[config.mk]
export PLATFORM = sky130hd
export DESIGN_NAME = hilbert_key_3d_core
export DESIGN_NICKNAME = d
export VERILOG_FILES = /design/src/hk3_pkg.sv /design/src/hilbert_key_3d_core.sv /design/src/hk3_cell.sv
export SDC_FILE = /design/constraint.sdc
export NUM_CORES = 2
export LEC_CHECK = 0
export ABC_AREA = 1
export BUFFER_PORTS_ARGS = -buffer_cell sky130_fd_sc_hd__clkbuf_2
export CAP_MARGIN = 0
export CORE_ASPECT_RATIO = 2
export CORE_UTILIZATION = 35
export DETAILED_ROUTE_END_ITERATION = 10
export GPL_TIMING_DRIVEN = 1
export PLACE_DENSITY = 0.47
export SKIP_LAST_GASP = 1
export SYNTH_ARGS = -nofsm -noshare
export SYNTH_HDL_FRONTEND = slang
export SYNTH_SLANG_ARGS = --single-unit
[constraint.sdc]
create_clock -name aclk -period 56.2 [get_ports aclk]
set_input_delay 5.62 -clock aclk [delete_from_list [all_inputs] [get_ports aclk]]
set_output_delay 5.62 -clock aclk [all_outputs]
set_load 0.05 [all_outputs]
[src/hk3_pkg.sv]
// Shared types, constants and orientation tables for the 3-D Hilbert key core.
package hk3_pkg;

    localparam int MAX_BITS   = 21;
    localparam int COORD_W    = 21;
    localparam int KEY_W      = 63;
    localparam int CFG_W      = 5;
    localparam int ORIENT_W   = 5;
    localparam int NUM_ORIENT = 24;
    localparam int IN_TDATA_W  = 64;
    localparam int OUT_TDATA_W = 64;

    localparam logic [CFG_W-1:0] KEY_BITS_RESET = CFG_W'(21);
    localparam logic [CFG_W-1:0] KEY_BITS_MAX   = CFG_W'(MAX_BITS);

    typedef logic [COORD_W-1:0]  coord_t;
    typedef logic [KEY_W-1:0]    key_t;
    typedef logic [ORIENT_W-1:0] orient_t;
    typedef logic [2:0]          octant_t;

    // Payload carried from cell to cell
    typedef struct packed {
        coord_t  coord_x;
        coord_t  coord_y;
        coord_t  coord_z;
        orient_t orient;
        logic    reversed;
        key_t    key;
    } hk3_stage_t;

    // Per-cell control from the top level
    typedef struct packed {
        logic           advance;
        logic           active;
        logic [4:0]     bit_idx;
    } hk3_ctrl_t;

    // Octant by orientation, indexed by {bx, by, bz}
    localparam octant_t OCTANT_OF [NUM_ORIENT][8] = '{
        '{3'd0, 3'd7, 3'd1, 3'd6, 3'd3, 3'd4, 3'd2, 3'd5},
        '{3'd7, 3'd4, 3'd6, 3'd5, 3'd0, 3'd3, 3'd1, 3'd2},
        '{3'd4, 3'd3, 3'd5, 3'd2, 3'd7, 3'd0, 3'd6, 3'd1},
        '{3'd3, 3'd0, 3'd2, 3'd1, 3'd4, 3'd7, 3'd5, 3'd6},
        '{3'd1, 3'd0, 3'd6, 3'd7, 3'd2, 3'd3, 3'd5, 3'd4},
        '{3'd0, 3'd3, 3'd7, 3'd4, 3'd1, 3'd2, 3'd6, 3'd5},
        '{3'd3, 3'd2, 3'd4, 3'd5, 3'd0, 3'd1, 3'd7, 3'd6},
        '{3'd2, 3'd1, 3'd5, 3'd6, 3'd3, 3'd0, 3'd4, 3'd7},
        '{3'd6, 3'd1, 3'd7, 3'd0, 3'd5, 3'd2, 3'd4, 3'd3},
        '{3'd1, 3'd2, 3'd0, 3'd3, 3'd6, 3'd5, 3'd7, 3'd4},
        '{3'd2, 3'd5, 3'd3, 3'd4, 3'd1, 3'd6, 3'd0, 3'd7},
        '{3'd5, 3'd6, 3'd4, 3'd7, 3'd2, 3'd1, 3'd3, 3'd0},
        '{3'd7, 3'd6, 3'd0, 3'd1, 3'd4, 3'd5, 3'd3, 3'd2},
        '{3'd6, 3'd5, 3'd1, 3'd2, 3'd7, 3'd4, 3'd0, 3'd3},
        '{3'd5, 3'd4, 3'd2, 3'd3, 3'd6, 3'd7, 3'd1, 3'd0},
        '{3'd4, 3'd7, 3'd3, 3'd0, 3'd5, 3'd6, 3'd2, 3'd1},
        '{3'd6, 3'd7, 3'd5, 3'd4, 3'd1, 3'd0, 3'd2, 3'd3},
        '{3'd7, 3'd0, 3'd4, 3'd3, 3'd6, 3'd1, 3'd5, 3'd2},
        '{3'd0, 3'd1, 3'd3, 3'd2, 3'd7, 3'd6, 3'd4, 3'd5},
        '{3'd1, 3'd6, 3'd2, 3'd5, 3'd0, 3'd7, 3'd3, 3'd4},
        '{3'd2, 3'd3, 3'd1, 3'd0, 3'd5, 3'd4, 3'd6, 3'd7},
        '{3'd3, 3'd4, 3'd0, 3'd7, 3'd2, 3'd5, 3'd1, 3'd6},
        '{3'd4, 3'd5, 3'd7, 3'd6, 3'd3, 3'd2, 3'd0, 3'd1},
        '{3'd5, 3'd2, 3'd6, 3'd1, 3'd4, 3'd3, 3'd7, 3'd0}
    };

    localparam orient_t NEXT_X [NUM_ORIENT] = '{
        5'd4,  5'd5,  5'd6,  5'd7,  5'd8,  5'd9,  5'd10, 5'd11,
        5'd12, 5'd13, 5'd14, 5'd15, 5'd0,  5'd1,  5'd2,  5'd3,
        5'd17, 5'd18, 5'd19, 5'd16, 5'd23, 5'd20, 5'd21, 5'd22
    };

    localparam orient_t NEXT_Y [NUM_ORIENT] = '{
        5'd1,  5'd2,  5'd3,  5'd0,  5'd16, 5'd17, 5'd18, 5'd19,
        5'd11, 5'd8,  5'd9,  5'd10, 5'd22, 5'd23, 5'd20, 5'd21,
        5'd14, 5'd15, 5'd12, 5'd13, 5'd4,  5'd5,  5'd6,  5'd7
    };

    localparam logic [1:0] TURNS_X [8] = '{2'd3, 2'd0, 2'd0, 2'd2, 2'd2, 2'd0, 2'd0, 2'd1};
    localparam logic [1:0] TURNS_Y [8] = '{2'd0, 2'd1, 2'd1, 2'd2, 2'd2, 2'd3, 2'd3, 2'd0};
    localparam logic       SENSE_FLIP [8] = '{1'b1, 1'b1, 1'b1, 1'b0, 1'b0, 1'b1, 1'b1, 1'b1};

    // Octant lookup; orientation codes past the table map to zero
    function automatic octant_t octant_lookup(input orient_t orient, input logic [2:0] sel);
        octant_t oct;
        oct = '0;
        if (orient < ORIENT_W'(NUM_ORIENT)) begin
            oct = OCTANT_OF[orient][sel];
        end
        return oct;
    endfunction

    // Apply x-rotations then y-rotations for the given octant
    function automatic orient_t orient_advance(input orient_t orient, input octant_t oct);
        orient_t o;
        o = orient;
        for (int t = 0; t < 3; t++) begin
            if (2'(t) < TURNS_X[oct] && o < ORIENT_W'(NUM_ORIENT)) begin
                o = NEXT_X[o];
            end
        end
        for (int t = 0; t < 3; t++) begin
            if (2'(t) < TURNS_Y[oct] && o < ORIENT_W'(NUM_ORIENT)) begin
                o = NEXT_Y[o];
            end
        end
        return o;
    endfunction

endpackage

[src/hilbert_key_3d_core.sv]
// Top level of the 3-D Peano-Hilbert key core: config register and cell chain.
//
// Usage:
//   Input stream s_*: one coordinate triple per transaction. Output stream m_*:
//   one 63-bit key per transaction, in input order.
//   Config channel cfg_*: writes key_bits (levels per axis, values above 21
//   act as 21, zero yields a zero key). Always ready; write only while idle.
//   Each of the 21 cells in the chain handles one fixed coordinate bit, from
//   bit 20 down to bit 0, and passes through unchanged at or above the level count.
//   Output path: each cell registers the item in turn; the last cell's
//   register is the output register.
//   Throughput: one item per cycle while the output is not stalled; the chain
//   is a single shift line that moves one cell on each advance.
//   Back-pressure: when m_tvalid is high and m_tready low, the whole chain
//   holds and s_tready drops; any free output slot lets the chain advance.
//   Reset: all cells are emptied and key_bits returns to 21.
module hilbert_key_3d_core (
    input  logic                                aclk,
    input  logic                                aresetn,
    // Config write
    input  logic                                cfg_valid,
    output logic                                cfg_ready,
    input  logic [hk3_pkg::CFG_W-1:0]           cfg_data,
    // Input stream
    input  logic                                s_tvalid,
    output logic                                s_tready,
    input  logic [hk3_pkg::IN_TDATA_W-1:0]      s_tdata,  // coord_x[20:0], coord_y[41:21], coord_z[62:42], pad
    // Output stream
    output logic                                m_tvalid,
    input  logic                                m_tready,
    output logic [hk3_pkg::OUT_TDATA_W-1:0]     m_tdata   // hilbert_key[62:0], pad
);
    import hk3_pkg::*;

    logic [CFG_W-1:0] key_bits_reg;
    logic [CFG_W-1:0] levels;
    logic             advance;
    hk3_stage_t       head;
    logic       valid_chain [MAX_BITS+1];
    hk3_stage_t stage_chain [MAX_BITS+1];

    // Hold config register
    always_ff @(posedge aclk) begin
        if (!aresetn) begin
            key_bits_reg <= KEY_BITS_RESET;
        end else if (cfg_valid && cfg_ready) begin
            key_bits_reg <= cfg_data;
        end
    end
    assign cfg_ready = 1'b1;

    // Saturate level count
    assign levels = (key_bits_reg > KEY_BITS_MAX) ? KEY_BITS_MAX : key_bits_reg;

    // Advance the chain whenever the output slot is free
    assign advance  = m_tready || !m_tvalid;
    assign s_tready = advance;

    // Unpack the input transaction into the chain head
    always_comb begin
        head.coord_x  = s_tdata[COORD_W-1:0];
        head.coord_y  = s_tdata[2*COORD_W-1:COORD_W];
        head.coord_z  = s_tdata[3*COORD_W-1:2*COORD_W];
        head.orient   = '0;
        head.reversed = 1'b0;
        head.key      = '0;
    end

    assign valid_chain[0] = s_tvalid;
    assign stage_chain[0] = head;

    // Build the cell chain, most significant bit first
    for (genvar k = 0; k < MAX_BITS; k++) begin : g_cell
        hk3_ctrl_t ctrl;
        always_comb begin
            ctrl.advance = advance;
            ctrl.bit_idx = 5'(MAX_BITS - 1 - k);
            ctrl.active  = ctrl.bit_idx < levels;
        end
        hk3_cell u_cell (
            .aclk      (aclk),
            .aresetn   (aresetn),
            .ctrl      (ctrl),
            .valid_in  (valid_chain[k]),
            .stage_in  (stage_chain[k]),
            .valid_out (valid_chain[k+1]),
            .stage_out (stage_chain[k+1])
        );
    end

    assign m_tvalid = valid_chain[MAX_BITS];
    assign m_tdata  = {{(OUT_TDATA_W-KEY_W){1'b0}}, stage_chain[MAX_BITS].key};

    // Accepted input enters the first cell
    a_enter: assert property (@(posedge aclk) disable iff (!aresetn)
        s_tvalid && s_tready |=> valid_chain[1])
        else $error("accepted item did not enter first cell");

    // Stall freezes the last cells
    a_stall_hold: assert property (@(posedge aclk) disable iff (!aresetn)
        !advance |=> $stable(valid_chain[MAX_BITS-1]) && $stable(stage_chain[MAX_BITS].key))
        else $error("chain moved while stalled");

    // Zero levels give a zero key
    a_zero_levels: assert property (@(posedge aclk) disable iff (!aresetn)
        m_tvalid && key_bits_reg == '0 |-> m_tdata == '0)
        else $error("nonzero key with zero levels");

    // Ready follows the output slot
    a_ready: assert property (@(posedge aclk) disable iff (!aresetn)
        m_tvalid && !m_tready |-> !s_tready)
        else $error("input accepted while output blocked");

endmodule

[src/hk3_cell.sv]
// One level cell: consumes one coordinate bit triple and, when active, appends one key digit.
module hk3_cell (
    input  logic               aclk,
    input  logic               aresetn,
    input  hk3_pkg::hk3_ctrl_t ctrl,
    input  logic               valid_in,
    input  hk3_pkg::hk3_stage_t stage_in,
    output logic               valid_out,
    output hk3_pkg::hk3_stage_t stage_out
);
    import hk3_pkg::*;

    logic       valid_reg;
    hk3_stage_t stage_reg;
    hk3_stage_t stage_next;
    logic [2:0] sel;
    octant_t    oct;
    octant_t    digit;

    // Compute this level's digit, sense and orientation
    always_comb begin
        sel   = {stage_in.coord_x[ctrl.bit_idx], stage_in.coord_y[ctrl.bit_idx],
                 stage_in.coord_z[ctrl.bit_idx]};
        oct   = octant_lookup(stage_in.orient, sel);
        digit = stage_in.reversed ? (3'd7 - oct) : oct;
        stage_next = stage_in;
        if (ctrl.active) begin
            stage_next.key      = {stage_in.key[KEY_W-4:0], digit};
            stage_next.reversed = stage_in.reversed ^ SENSE_FLIP[oct];
            stage_next.orient   = orient_advance(stage_in.orient, oct);
        end
    end

    // Advance valid flag with the pipeline
    always_ff @(posedge aclk) begin
        if (!aresetn) begin
            valid_reg <= 1'b0;
        end else if (ctrl.advance) begin
            valid_reg <= valid_in;
        end
    end

    // Hold payload while stalled
    always_ff @(posedge aclk) begin
        if (ctrl.advance) begin
            stage_reg <= stage_next;
        end
    end

    assign valid_out = valid_reg;
    assign stage_out = stage_reg;

endmodule
==> impl_metrics.csv <==
group,metric,value,unit
sta,setup_viol,0,
sta,rsz0062_at_grt,"no",
worst_setup_path,critical_path_class,"in -> out",
cts,cts_sinks,1469,
final_layout,areaGrowthSynthToFinish,10.6,%
final_layout,nNetsFinal,9608,
synthesis,ys.flop_type,"edfxtp_1",
die,ios,141,
detailed_routing,met1Wirelength,63.3,mm
global_route,grt_pass1_wl,293,mm
synthesis,syn_inst,9036,
synthesis,syn_area,0.0812,sq mm
cts,ctsLongestPathBuffers,4,
worst_setup_path,rr_endpoint,"g_cell[6].u_cell.stage_out[65]",
cts,postCtsSetupRepairBufs,0,
die,start_util,35.3,%
detailed_routing,top_layer_used,"met5",
synthesis,ys_types,70,
placement,gp_congestion,0.829,
sta,fin_crit,12350,ps
synthesis,async_reset_ff_share,0,%
sta,maxSlewViolCount,0,
cts,path_clk_slew,60,ps
worst_setup_path,cp.arrival,6730,ps
synthesis,ys_seq_area_share,54.0,%
worst_hold_path,min_from,"g_cell[6].u_cell.stage_out[117]",
run,maxCapViolCount,0,
worst_setup_path,reg2reg_depth,42,
final_layout,drive_gt1_share,6.80,%
cts,cts_tree,"done",
die,rows,249,
detailed_routing,wl,181,mm
worst_hold_path,hold_depth,0,
sta,finalHoldViolations,0,
cts,clock_latency,830,ps
global_route,grt_usage,15.3,%
final_layout,final_common_cell,"nand2_1",
outcome,outcome,"complete, but fails checks",
die,core-area,0.230,sq mm
cts,root_buffer,"clkbuf_16",
die,fp.dieW,343,um
global_route,grt_max_degree,154,
detailed_routing,vias,59000,
placement,dp_hpwl,134,mm
cts,cts_resized,0,
cts,htree_num_levels,4,
detailed_routing,wl_met2,107,mm
detailed_routing,post_drt_wl_per_cell,14.8,um
worst_setup_path,critPathCaptureType,"output port",
synthesis,synth-edff-count,1443,
synthesis,synth.avg_cell_area,8.99,sq um
final_layout,largest_register_ffs,1443,
sta,fin_skew,65.1,ps
worst_setup_path,critPathMaxFanout,46,
sta,max_freq,0.0810,GHz
final_layout,fillers,22900,
detailed_routing,ant_nets,0,
synthesis,ys_seq_elements,1469,
detailed_routing,drt_iter0_markers,2719,
cts,cts_hold_buf,0,
sta,setup-tns-final,0,ps
worst_setup_path,cp-start-kind,"primary input",
final_layout,most-common-layout-cells,"2809 x nand2_1, 1443 x edfxtp_1, 960 x inv_1, 857 x o21ai_0, 562 x nor2_1",
die,floorplan.die_area,0.234,sq mm
worst_setup_path,cp.required,50580,ps
sta,worst_pin_slew,1070,ps
placement,portBuffers,137,
global_route,grt.overflow.total,0,
synthesis,yosysWarnings,0,
detailed_routing,first_pass_iters,10,
worst_hold_path,worstHoldEndpoint,"g_cell[7].u_cell.stage_out[117]",
worst_setup_path,reg2reg_slack,48110,ps
detailed_routing,route.met3.wl,4.67,mm
worst_hold_path,hp-class,"reg -> reg",
detailed_routing,vias_per_cell,4.83,
detailed_routing,drc_errors,13,
die,die_h,683,um
synthesis,synth_nets,9534,
global_route,grt_pass1_vias,58900,
sta,relSlewSlack,28.5,%
outcome,violations,"design-rule violations",
worst_setup_path,regToRegStartpoint,"g_cell[5].u_cell.stage_out[65]",
sta,fin_crit_sh,22.0,%
global_route,antenna_found_initial,8,
cts,cts_buffers,152,
## worst max-delay path: stages
cell and delay (ps):
clkbuf_2 80, nor2_1 30, buf_4 200, inv_8 230
clkbuf_2 380
## how the worst max path moves through the flow
| stage | from | to | slack [ps] |
|---|---|---|---|
| 2_1_floorplan | m_tready | s_tready | 5360 |
| 6_report | m_tready | s_tready | 43850 |
| 4_1_cts | m_tready | s_tready | 43830 |
| 3_5_place_dp | m_tready | s_tready | 43840 |
| 3_3_place_gp | m_tready | s_tready | 43840 |
| 5_1_grt | m_tready | s_tready | 43830 |
## area by class of cell
cell class	count	area, sq um	area share, %
Timing Repair Buffer	194	1140	1.27
Inverter	1057	3980	4.43
Clock buffer	187	4010	4.46
Tap cell	3012	3770	4.20
Sequential cell	1469	43900	48.8
Clock inverter	74	748	0.833
Antenna cell	2	5.00	0.00557
Multi-Input combinational cell	6236	32300	36.0
## per-layer routing
layer,GRT usage [%],vias up
met2,32.3,825
met4,6.05,8
met3,1.78,367
met5,0,-
li1,-,30400
met1,14.2,27500
## per-stage QoR
stage,cells,setup slack (ps),area (sq um),hold WS [ps],util [%]
floorplan,9036,5360,81200,400,-
global placement,12000,43840,85100,400,36.9
detailed placement,12000,43840,85100,405,36.9
CTS,12200,43830,89800,388,39.0
global route,12200,43830,89800,390,39.0
finish,12200,43850,89800,382,39.0
## cell families after synthesis
| kind of cell | after synthesis | share of synthesized area, % |
|---|---|---|
| AO/OA/AOI/OAI | 1585 | 10.9 |
| flip-flops | 1469 | 54.0 |
| XOR/XNOR | 202 | 2.18 |
| buffers and inverters | 1331 | 6.35 |
| other | 2 | 0.00924 |
| AND/OR/NAND/NOR | 4021 | 20.0 |
| adder cells (fa/ha/maj) | 424 | 6.53 |
| multiplexers | 2 | 0.0246 |
## cell usage after synthesis (all sizes together) (2+ instances only)
cell / number / area share [%]
and3: 2 / 0.015
a31o: 2 / 0.022
inv: 1039 / 4.8
mux2i: 2 / 0.025
o2111ai: 10 / 0.11
a211oi: 7 / 0.065
dfxtp: 26 / 0.64
xor2: 161 / 1.7
o41ai: 16 / 0.17
o22ai: 57 / 0.46
ha: 424 / 6.5
conb: 2 / 0.0092
o2bb2ai: 2 / 0.022
nor3: 25 / 0.15
clkinv: 18 / 0.085
nand3: 471 / 3.0
nor4: 3 / 0.023
o31ai: 68 / 0.63
edfxtp: 1443 / 53
o211ai: 73 / 0.69
nand2: 2859 / 13
o32ai: 10 / 0.11
xnor2: 41 / 0.44
a21boi: 5 / 0.051
o21ai: 943 / 5.9
nor2: 574 / 2.7
clkbuf: 196 / 0.91
a31oi: 45 / 0.35
a21oi: 293 / 1.8
nand4: 15 / 0.12
o311ai: 12 / 0.13
buf: 78 / 0.55
or2: 47 / 0.36
o21a: 19 / 0.18
a22oi: 14 / 0.13
o221ai: 3 / 0.032
nand3b: 23 / 0.21
Power is left out: the tool's default activity adds up to more than one toggle a clock period on the data nets, which glitch-free logic cannot reach.
